$ cat config.mk
export PLATFORM = sky130hd
export DESIGN_NAME = circle_quadrant_rasterizer
export DESIGN_NICKNAME = d
export VERILOG_FILES = /design/src/rtl/ccr_pkg.sv /design/src/rtl/circle_quadrant_rasterizer.sv /design/src/rtl/ccr_front.sv /design/src/rtl/ccr_queue.sv /design/src/rtl/ccr_stepper.sv
export SDC_FILE = /design/constraint.sdc
export NUM_CORES = 1
export LEC_CHECK = 0
export ABC_AREA = 1
export BUFFER_PORTS_ARGS = -buffer_cell sky130_fd_sc_hd__buf_4
export CAP_MARGIN = 10
export CORE_AREA = 2 2 129 131
export DETAILED_ROUTE_END_ITERATION = 8
export DIE_AREA = 0 0 131 133
export PLACE_DENSITY = 0.92
export SLEW_MARGIN = 20
export SYNTH_ARGS = -nofsm -noshare
export SYNTH_HDL_FRONTEND = slang
export SYNTH_SLANG_ARGS = --single-unit
$ cat constraint.sdc
create_clock -name clock -period 11.3 [get_ports clock]
set_clock_uncertainty 0.2 [all_clocks]
set_input_delay 2.825 -clock clock [delete_from_list [all_inputs] [get_ports clock]]
set_output_delay 2.825 -clock clock [all_outputs]
set_load 0.1 [all_outputs]
$ cat src/rtl/ccr_pkg.sv
// Shared types and constants for the quarter-circle rasterizer.
package ccr_pkg;

   // Field widths
   localparam int CoordW = 13;  // center coordinate
   localparam int PixW   = 14;  // plotted pixel coordinate
   localparam int RadW   = 5;   // radius
   localparam int QuadW  = 2;   // quadrant selector

   // Stepper arithmetic widths
   localparam int OffW   = 7;   // signed offsets, oy reaches -1
   localparam int ErrW   = 12;  // signed error term
   localparam int CountW = 6;   // pixel counter

   localparam int MaxRadius  = 31;
   localparam int ResultCap  = 64;
   localparam int QueueDepth = 2;
   localparam int QueuePtrW  = 1;
   localparam int QueueCntW  = 2;

   // Quadrant codes: offset signs applied to (x, y)
   localparam logic [QuadW-1:0] QuadPxNy = 2'd0;
   localparam logic [QuadW-1:0] QuadPxPy = 2'd1;
   localparam logic [QuadW-1:0] QuadNxPy = 2'd2;
   localparam logic [QuadW-1:0] QuadNxNy = 2'd3;

   // One classified draw job
   typedef struct packed {
      logic signed [CoordW-1:0] center_x;
      logic signed [CoordW-1:0] center_y;
      logic                     neg_x;
      logic                     neg_y;
      logic [RadW-1:0]          radius;
   } job_type;

   // Front to queue
   typedef struct packed {
      logic    valid;
      job_type job;
   } push_type;

   // Queue status toward front and back
   typedef struct packed {
      logic    full;
      logic    not_empty;
      job_type head;
   } queue_status_type;

endpackage

$ cat src/rtl/circle_quadrant_rasterizer.sv
// Top level of the quarter-circle rasterizer.
//
//   channel | direction | tdata                          | tuser    | tlast
//   req     | in        | center_x, center_y, radius     | quadrant | -
//   rsp     | out       | pixel_x, pixel_y               | -        | last_pixel
//
// A request of radius r yields 2r+1 or fewer pixel words, one per cycle while
// rsp_tready is high; the stepper loop (one step per emitted pixel) sets this.
// A job passes through a queue slot before stepping starts; up to two jobs
// queue behind the one in progress. reset is synchronous and drops all jobs.
// A stall on rsp holds the output word and freezes the stepper; req keeps
// accepting until the queue is full.
module circle_quadrant_rasterizer (
   input  logic        clock,
   input  logic        reset,
   input  logic        req_tvalid,
   output logic        req_tready,
   input  logic [31:0] req_tdata,  // center_x[12:0], center_y[25:13], radius[30:26], zero
   input  logic [1:0]  req_tuser,  // quadrant[1:0]
   output logic        rsp_tvalid,
   input  logic        rsp_tready,
   output logic [31:0] rsp_tdata,  // pixel_x[13:0], pixel_y[27:14], zero
   output logic        rsp_tlast   // last_pixel
);

   ccr_pkg::push_type                push;
   ccr_pkg::queue_status_type        status;
   logic                             pop;
   logic signed [ccr_pkg::PixW-1:0]  pixel_x;
   logic signed [ccr_pkg::PixW-1:0]  pixel_y;

   assign req_tready = !status.full && !reset;

   ccr_front u_front (
      .req_tvalid (req_tvalid),
      .req_ready  (req_tready),
      .req_tdata  (req_tdata),
      .req_tuser  (req_tuser),
      .push       (push)
   );

   ccr_queue u_queue (
      .clock  (clock),
      .reset  (reset),
      .push   (push),
      .pop    (pop),
      .status (status)
   );

   ccr_stepper u_stepper (
      .clock      (clock),
      .reset      (reset),
      .status     (status),
      .pop        (pop),
      .rsp_tvalid (rsp_tvalid),
      .rsp_tready (rsp_tready),
      .pixel_x    (pixel_x),
      .pixel_y    (pixel_y),
      .last_pixel (rsp_tlast)
   );

   assign rsp_tdata = {4'b0000, pixel_y, pixel_x};

endmodule

$ cat src/rtl/ccr_front.sv
// Request front end: unpacks a request word and classifies it into a job.
module ccr_front (
   input  logic                        req_tvalid,
   input  logic                        req_ready,
   input  logic [31:0]                 req_tdata,  // center_x, center_y, radius, pad
   input  logic [ccr_pkg::QuadW-1:0]   req_tuser,  // quadrant
   output ccr_pkg::push_type           push
);

   logic [ccr_pkg::RadW-1:0] radius;
   logic [ccr_pkg::RadW-1:0] radius_sat;

   // Unpack and clamp radius
   assign radius     = req_tdata[30:26];
   assign radius_sat = (radius > ccr_pkg::RadW'(ccr_pkg::MaxRadius))
                       ? ccr_pkg::RadW'(ccr_pkg::MaxRadius) : radius;

   // Build job, signs from quadrant
   always_comb begin
      push.valid          = req_tvalid && req_ready;
      push.job.center_x   = $signed(req_tdata[12:0]);
      push.job.center_y   = $signed(req_tdata[25:13]);
      push.job.radius     = radius_sat;
      push.job.neg_x      = (req_tuser == ccr_pkg::QuadNxPy) ||
                            (req_tuser == ccr_pkg::QuadNxNy);
      push.job.neg_y      = (req_tuser == ccr_pkg::QuadPxNy) ||
                            (req_tuser == ccr_pkg::QuadNxNy);
   end

endmodule

$ cat src/rtl/ccr_queue.sv
// Short job queue between front end and stepper.
module ccr_queue (
   input  logic                      clock,
   input  logic                      reset,
   input  ccr_pkg::push_type         push,
   input  logic                      pop,
   output ccr_pkg::queue_status_type status
);

   ccr_pkg::job_type               slot_ff [ccr_pkg::QueueDepth];
   logic [ccr_pkg::QueuePtrW-1:0]  wr_ptr_ff, wr_ptr_in;
   logic [ccr_pkg::QueuePtrW-1:0]  rd_ptr_ff, rd_ptr_in;
   logic [ccr_pkg::QueueCntW-1:0]  count_ff, count_in;
   logic                           do_push, do_pop;

   assign do_push = push.valid && (count_ff != ccr_pkg::QueueCntW'(ccr_pkg::QueueDepth));
   assign do_pop  = pop && (count_ff != '0);

   // Pointer and fill count update
   always_comb begin
      wr_ptr_in = do_push ? wr_ptr_ff + 1'b1 : wr_ptr_ff;
      rd_ptr_in = do_pop  ? rd_ptr_ff + 1'b1 : rd_ptr_ff;
      count_in  = count_ff;
      if (do_push && !do_pop) begin
         count_in = count_ff + 1'b1;
      end else if (do_pop && !do_push) begin
         count_in = count_ff - 1'b1;
      end
   end

   always_ff @(posedge clock) begin
      if (reset) begin
         wr_ptr_ff <= '0;
         rd_ptr_ff <= '0;
         count_ff  <= '0;
      end else begin
         wr_ptr_ff <= wr_ptr_in;
         rd_ptr_ff <= rd_ptr_in;
         count_ff  <= count_in;
      end
   end

   // Storage, no reset needed
   always_ff @(posedge clock) begin
      if (do_push) begin
         slot_ff[wr_ptr_ff] <= push.job;
      end
   end

   assign status.full      = (count_ff == ccr_pkg::QueueCntW'(ccr_pkg::QueueDepth));
   assign status.not_empty = (count_ff != '0);
   assign status.head      = slot_ff[rd_ptr_ff];

endmodule

$ cat src/rtl/ccr_stepper.sv
// Back end: Bresenham circle stepper with registered pixel output.
module ccr_stepper (
   input  logic                           clock,
   input  logic                           reset,
   input  ccr_pkg::queue_status_type      status,
   output logic                           pop,
   output logic                           rsp_tvalid,
   input  logic                           rsp_tready,
   output logic signed [ccr_pkg::PixW-1:0] pixel_x,
   output logic signed [ccr_pkg::PixW-1:0] pixel_y,
   output logic                           last_pixel
);

   localparam int OffW = ccr_pkg::OffW;
   localparam int ErrW = ccr_pkg::ErrW;
   localparam int PixW = ccr_pkg::PixW;

   logic                      busy_ff, busy_in;
   ccr_pkg::job_type          job_ff, job_in;
   logic signed [OffW-1:0]    ox_ff, ox_in;
   logic signed [OffW-1:0]    oy_ff, oy_in;
   logic signed [ErrW-1:0]    d_ff, d_in;
   logic [ccr_pkg::CountW-1:0] count_ff, count_in;
   logic                      valid_ff, valid_in;
   logic signed [PixW-1:0]    px_ff, px_in;
   logic signed [PixW-1:0]    py_ff, py_in;
   logic                      last_ff, last_in;

   logic                      emit;
   logic signed [ErrW-1:0]    dy;
   logic signed [ErrW:0]      e;
   logic signed [OffW-1:0]    ox_inc, oy_dec;
   logic signed [OffW-1:0]    ox_step, oy_step;
   logic signed [ErrW-1:0]    d_step;
   logic                      is_last;
   logic signed [PixW-1:0]    cx_ext, cy_ext, ox_ext, oy_ext;

   assign emit = busy_ff && (!valid_ff || rsp_tready);
   assign pop  = !busy_ff && status.not_empty;

   // Next offsets and error term for one step
   always_comb begin
      dy     = d_ff + ErrW'(oy_ff);
      e      = $signed({dy, 1'b0}) - (ErrW+1)'(1);
      ox_inc = ox_ff + OffW'(1);
      oy_dec = oy_ff - OffW'(1);
      if (d_ff < 0 && e <= 0) begin
         ox_step = ox_inc;
         oy_step = oy_ff;
         d_step  = d_ff + (ErrW'(ox_inc) <<< 1) + ErrW'(1);
      end else if (d_ff > 0 && e > 0) begin
         ox_step = ox_ff;
         oy_step = oy_dec;
         d_step  = d_ff - ((ErrW'(oy_dec) <<< 1) + ErrW'(1));
      end else begin
         ox_step = ox_inc;
         oy_step = oy_dec;
         d_step  = d_ff + (ErrW'(ox_inc - oy_ff) <<< 1);
      end
      is_last = (oy_step < 0) ||
                (count_ff == ccr_pkg::CountW'(ccr_pkg::ResultCap - 1));
   end

   // Current pixel operands, widened to pixel width; quadrant signs applied below
   always_comb begin
      cx_ext = PixW'(job_ff.center_x);
      cy_ext = PixW'(job_ff.center_y);
      ox_ext = PixW'(ox_ff);
      oy_ext = PixW'(oy_ff);
   end

   // Sequencing: load a job, then one pixel per free output slot
   always_comb begin
      busy_in  = busy_ff;
      job_in   = job_ff;
      ox_in    = ox_ff;
      oy_in    = oy_ff;
      d_in     = d_ff;
      count_in = count_ff;
      valid_in = valid_ff;
      px_in    = px_ff;
      py_in    = py_ff;
      last_in  = last_ff;
      if (pop) begin
         busy_in  = 1'b1;
         job_in   = status.head;
         ox_in    = '0;
         oy_in    = OffW'(status.head.radius);
         d_in     = ErrW'(1) - (ErrW'(status.head.radius) <<< 1);
         count_in = '0;
      end
      if (emit) begin
         valid_in = 1'b1;
         px_in    = job_ff.neg_x ? cx_ext - ox_ext : cx_ext + ox_ext;
         py_in    = job_ff.neg_y ? cy_ext - oy_ext : cy_ext + oy_ext;
         last_in  = is_last;
         ox_in    = ox_step;
         oy_in    = oy_step;
         d_in     = d_step;
         count_in = count_ff + 1'b1;
         busy_in  = !is_last;
      end else if (rsp_tready) begin
         valid_in = 1'b0;
      end
   end

   always_ff @(posedge clock) begin
      if (reset) begin
         busy_ff  <= 1'b0;
         valid_ff <= 1'b0;
      end else begin
         busy_ff  <= busy_in;
         valid_ff <= valid_in;
      end
      job_ff   <= job_in;
      ox_ff    <= ox_in;
      oy_ff    <= oy_in;
      d_ff     <= d_in;
      count_ff <= count_in;
      px_ff    <= px_in;
      py_ff    <= py_in;
      last_ff  <= last_in;
   end

   assign rsp_tvalid = valid_ff;
   assign pixel_x    = px_ff;
   assign pixel_y    = py_ff;
   assign last_pixel = last_ff;

endmodule

## Word-level counts from Yosys, hierarchy flattened

Memory sizes are Yosys's and may differ from the RTL's. A register that Yosys moved wholly into a read port is not among the register bits.
Index checks and enable logic that the tools add are counted.

- Output and inout bits: 35
- Register bits: 95
- Memories kept: 1
- Bits of input ports: 38
- ROM bits: 0
- Memory bits (writable): 66
- Logic and storage cells: 102
- Bits in latches: 0

Memory list:

| memory | words | bits a word | read ports | clocked after memory_dff | wr ports | RTL line | RTL |
|---|---|---|---|---|---|---|---|
| u_queue.slot_ff | 2 | 33 | 1 | 1 | 1 | ccr_queue.sv:10 | `ccr_pkg::job_type slot_ff [ccr_pkg::QueueDepth];` |

- Reduce and logical (&&, ||, !) cells: 27
- Eq/ne operators: 6
- Muxes and demuxes: 26
- Divide/modulo/power cells: 0
- $lt $le $gt $ge: 6
- Add/sub/neg operators: 20
- $mul: 0
- Shift-type cells: 0
- Bitwise gates (word level): 0

Operator list:

| operator | count |
|---|---|
| two-way mux 7 bit | 7 |
| two-way mux 12 bit | 4 |
| adder 13 x 7 -> 14 bit | 2 |
| two-way mux 14 bit | 2 |
| subtractor 13 x 7 -> 14 bit | 2 |
| greater-than comparator 13 x 1 -> 1 bit (second input constant) | 1 |
| <= comparator 13 x 1 -> 1 bit (second input constant) | 1 |
| subtractor 13 x 2 -> 13 bit (second input constant) | 1 |
| adder 12 x 2 -> 12 bit (second input constant) | 1 |
| adder 12 x 7 -> 12 bit | 1 |
| adder 12 x 8 -> 12 bit | 1 |
| adder 12 x 9 -> 12 bit | 1 |
| greater-than comparator 12 x 1 -> 1 bit (second input constant) | 1 |
| < comparator 12 x 1 -> 1 bit (second input constant) | 1 |
| two-way mux 6 bit | 2 |
| subtractor 12 x 9 -> 12 bit | 1 |
| logical AND 1 bit | 10 |
| adder 8 x 2 -> 9 bit (second input constant) | 1 |
| two-way mux 1 bit | 8 |
| nonzero test 2 bit | 4 |
| subtractor 7 x 7 -> 8 bit | 1 |
| adder 7 x 2 -> 7 bit (second input constant) | 1 |
| zero test 1 bit | 7 |
| < comparator 7 x 1 -> 1 bit (second input constant) | 1 |
| other kinds (16) | 23 |

## Depth between registers and ports, before layout

- Depth after elaboration: 9
- Gate-level depth with buffers: 24
- Gate-level depth less buffers: 24

## By module

A second synthesis with hierarchy kept.

- Cells, all modules: 1,112
- Area total of the unflattened synthesis: 10,676.5 sq um

Modules (own cells, without submodules):

| module | sequential area each (sq um) | cells an instance | area an instance (sq um) | times used |
|---|---|---|---|---|
| ccr_stepper | 2,712.6 | 927 | 7,596.0 | 1 |
| ccr_queue | 2,082.0 | 140 | 2,781.4 | 1 |
| ccr_front | 0.0 | 39 | 261.5 | 1 |
| circle_quadrant_rasterizer | 0.0 | 6 | 37.5 | 1 |

## Least setup slack after synthesis

OpenSTA, ideal clock, no wires.

- Kind: input -> output
- Start point: input port reset
- End point: output port req_tready
- Slack: 3.956 ns
- Data required time: 8.275 ns
- Data arrival time: 4.319 ns
- Cell stages on the path: 1
- Path buffers: 0
- Cells stage by stage: a21oi_1

- Word-level cells in the longest chain between the ends: 2

RTL lines:

| element | RTL line | RTL |
|---|---|---|
| start, declared | circle_quadrant_rasterizer.sv:15 | `input logic reset,` |
| zero test 1 bit | circle_quadrant_rasterizer.sv:32 | `assign req_tready = !status.full && !reset;` |
| logical AND 1 bit | circle_quadrant_rasterizer.sv:32 |  |
| end, declared | circle_quadrant_rasterizer.sv:17 | `output logic req_tready,` |

No other way between the ends.

## Final worst setup path

Ends and elaborated chain as after synthesis.

==> results.md <==
* Final WL at 23.6 mm
* Resized cells post-CTS at 0
* CTS HTree Levels at 4
* Ant diodes at 0
* RSZ-0062 raised after global routing: false
* Die area at approximately 0.017 mm^2
* Crit Path Max Fanout at 3
* Fmax at about 0.15 GHz
* Post-synthesis cell count at 1051
* GPL Wtd Cong at roughly 0.91
* M1 GR Usage at between 30% and 40%
* Yosys synthesis warning count at 0
* Hold_buf cts at 0
* Most common cell after layout, fill and taps aside: nand2_1
* Die height at 133 um
* Std-Cell Core Area at approximately 0.016 mm^2
* Area grow syn2layout at 12.4%
* Final period util at between 50% and 60%
* Slowest stage cell on the critical path: buf_4
* Drt via density at 5.89
* Final layout net count at 1251
* Core Rows at 47
* Crit path required time at around 8.3 ns
* Initial antenna violation count at 0
* 1st-pass router iterations at 6
* Synth cell types at 45
* Most frequent cells in the layout: nand2_1 (208), edfxtp_1 (155), inv_1 (124), ha_1 (85), a21oi_1 (80)
* Critical Path Sink Type: output port
* HP Class: reg -> reg
* First-pass GRT wire length at approximately 38 mm
* DR vias at 7971
* Met2 usage at 47.2%
* CP Launch Type: input port
* Outcome: complete, no violations
* Number of setup buffers added after CTS at 0
* Cell Area, Synth at approximately 0.01 mm^2
* Met3 GRT Util at 4.73%
* Final hold violations at 0
* ANT nets after route at 0
* Avg Cell Area, Syn at between 9 and 10 um^2
* Synth Register Bits at 162
* Largest stage delay, worst path at 0.36 ns
* DRT iter0 DRCs at 941
* Setup violations, final at 0
* Clk buf depth at 2
* Setup TNS at 0 ns
* Post-synthesis sequential area ratio at between 40% and 50%
* CTS sink cnt at between 150 and 200
* Final max-slew violation count at 0
* Per-cell routed wire length at ~17 um
* Slew HR at a little under two fifths
* Root buffer cell: clkbuf_16
* Grt total ovfl at 0
* DRC Markers at 0
* Pin count of the biggest net entering global routing at 46
* Crit path arrival time at roughly 3.6 ns
* I/O Pins at 73
* Reg clk slew, reported paths at 0.06 ns
* CP cell instances: buf_4 > a21oi_1 > buf_4
* Share of cells above drive strength 1 at ~13%
* Max Cap Viol at 0
* Critical Path Most Common Cell: buf_4
* Worst slew pin tran at 0.944 ns
* Worst setup path class: in -> out
* Worst skew pair latency at between 0.4 and 0.5 ns
* Num CTS Buffers at 17
* GRT busiest layer: met2
* Vias in the first global route at between 7k and 8k
* Initial Util at around 63%
* Min Clock Period, post-route at approximately 6.6 ns
* Die width at between 100 and 150 um
* Dpl hpwl at between 15 and 20 mm
* TritonCTS clock tree: yes
* Port Buffers at 67
* Gr usage total at 28.2%
==> path summary, 6_finish.rpt <==
| path | depth (start not counted) | startpoint | slack, ns | endpoint |
|---|---|---|---|---|
| worst max-delay path | 3 | reset | 4.67 | req_tready |
| worst min-delay path | 1 | u_queue.rd_ptr_ff | 0.27 | flop |
| worst max register to register | 23 | u_stepper.ox_ff[0] | 6.72 | u_stepper.d_ff[11] |
| worst min register to register | 1 | u_queue.rd_ptr_ff | 0.27 | flop |
==> critical path, delay by kind of cell <==
kind            cells  cell delay [ns]
buf+inv             2             0.49
compound gates      1             0.28
==> state kept, by name, indices dropped and copies added (netlist names), named ones only <==
signal and flops:
u_stepper.last_pixel 1, u_stepper.rsp_tvalid 1, u_queue.wr_ptr_ff 1, u_stepper.count_ff 6
u_queue.slot_ff 66, u_queue.count_ff 2, u_stepper.d_ff 12, u_stepper.cx_ext 13
u_stepper.oy_ff 7, u_stepper.job_ff 2, u_stepper.pixel_y 14, u_queue.rd_ptr_ff 1
u_stepper.busy_ff 1, u_stepper.pixel_x 14, u_stepper.cy_ext 13, u_stepper.ox_ff 7
==> cell families (layout without fill, tap and decap cells) <==
| logic type | after synthesis | count (layout) | share of synthesized area (%) |
|---|---|---|---|
| compound gates | 165 | 165 | 9.01 |
| xor+xnor | 77 | 77 | 6.65 |
| fa+ha+maj | 92 | 92 | 11.9 |
| buf+inv | 149 | 228 | 5.92 |
| flops | 162 | 162 | 47.3 |
| mux | 31 | 31 | 3.41 |
| other cells | 1 | 4 | 0.0370 |
| simple gates | 374 | 374 | 15.8 |
==> final cells by class <==
type | instances | area, um^2
clock buffers | 17 | 425
clock inverters | 14 | 128
fillers | 1045 | 4770
inverters | 125 | 469
multi-input cells | 743 | 4770
flip-flops and latches | 162 | 4790
well taps | 220 | 275
repair buffers | 72 | 541
==> routing by layer <==
layer	part of all wire [%]	wire, um
met5	0	0
met4	4.3	1010
met3	6.7	1580
met2	50	11700
met1	39	9300
==> synth_stat cells, drive strengths merged <==
library cell	n	area [um^2]
a211oi	1	7.51
a21boi	1	7.51
a21o	2	15.0
a21oi	84	432
a31oi	5	31.3
and2	1	6.26
buf	13	90.1
clkbuf	11	41.3
conb	1	3.75
dfxtp	7	140
edfxtp	155	4650
fa	7	140
ha	85	1060
inv	125	469
mux2	28	315
mux2i	3	30.0
nand2	210	793
nand3	67	355
nand3b	1	7.51
nand4	15	93.8
nor2	61	239
nor3	8	40.0
nor3b	1	7.51
nor4	3	18.8
o2111ai	2	17.5
o211ai	1	12.5
o21a	1	7.51
o21ai	49	245
o21bai	9	67.6
o22ai	4	25.0
o31ai	6	45.0
or2	7	43.8
xnor2	24	210
xor2	53	464
==> through the flow <==
| step | setup slack, ns | hold slack [ns] | cell area (um^2) | util (%) | cells |
|---|---|---|---|---|---|
| final | 4.67 | 0.273 | 11400 | 70.5 | 1353 |
| after global placement | 4.85 | 0.235 | 10800 | 67.1 | 1322 |
| after detailed placement | 4.83 | 0.258 | 10800 | 67.1 | 1322 |
| after floorplan | 3.96 | 0.225 | 10200 | - | 1054 |
| after CTS | 4.71 | 0.264 | 11400 | 70.5 | 1353 |
| after global routing | 4.71 | 0.288 | 11400 | 70.5 | 1353 |
Power is left out: the tool's default activity adds up to more than one toggle a clock period on the data nets, which glitch-free logic cannot reach.
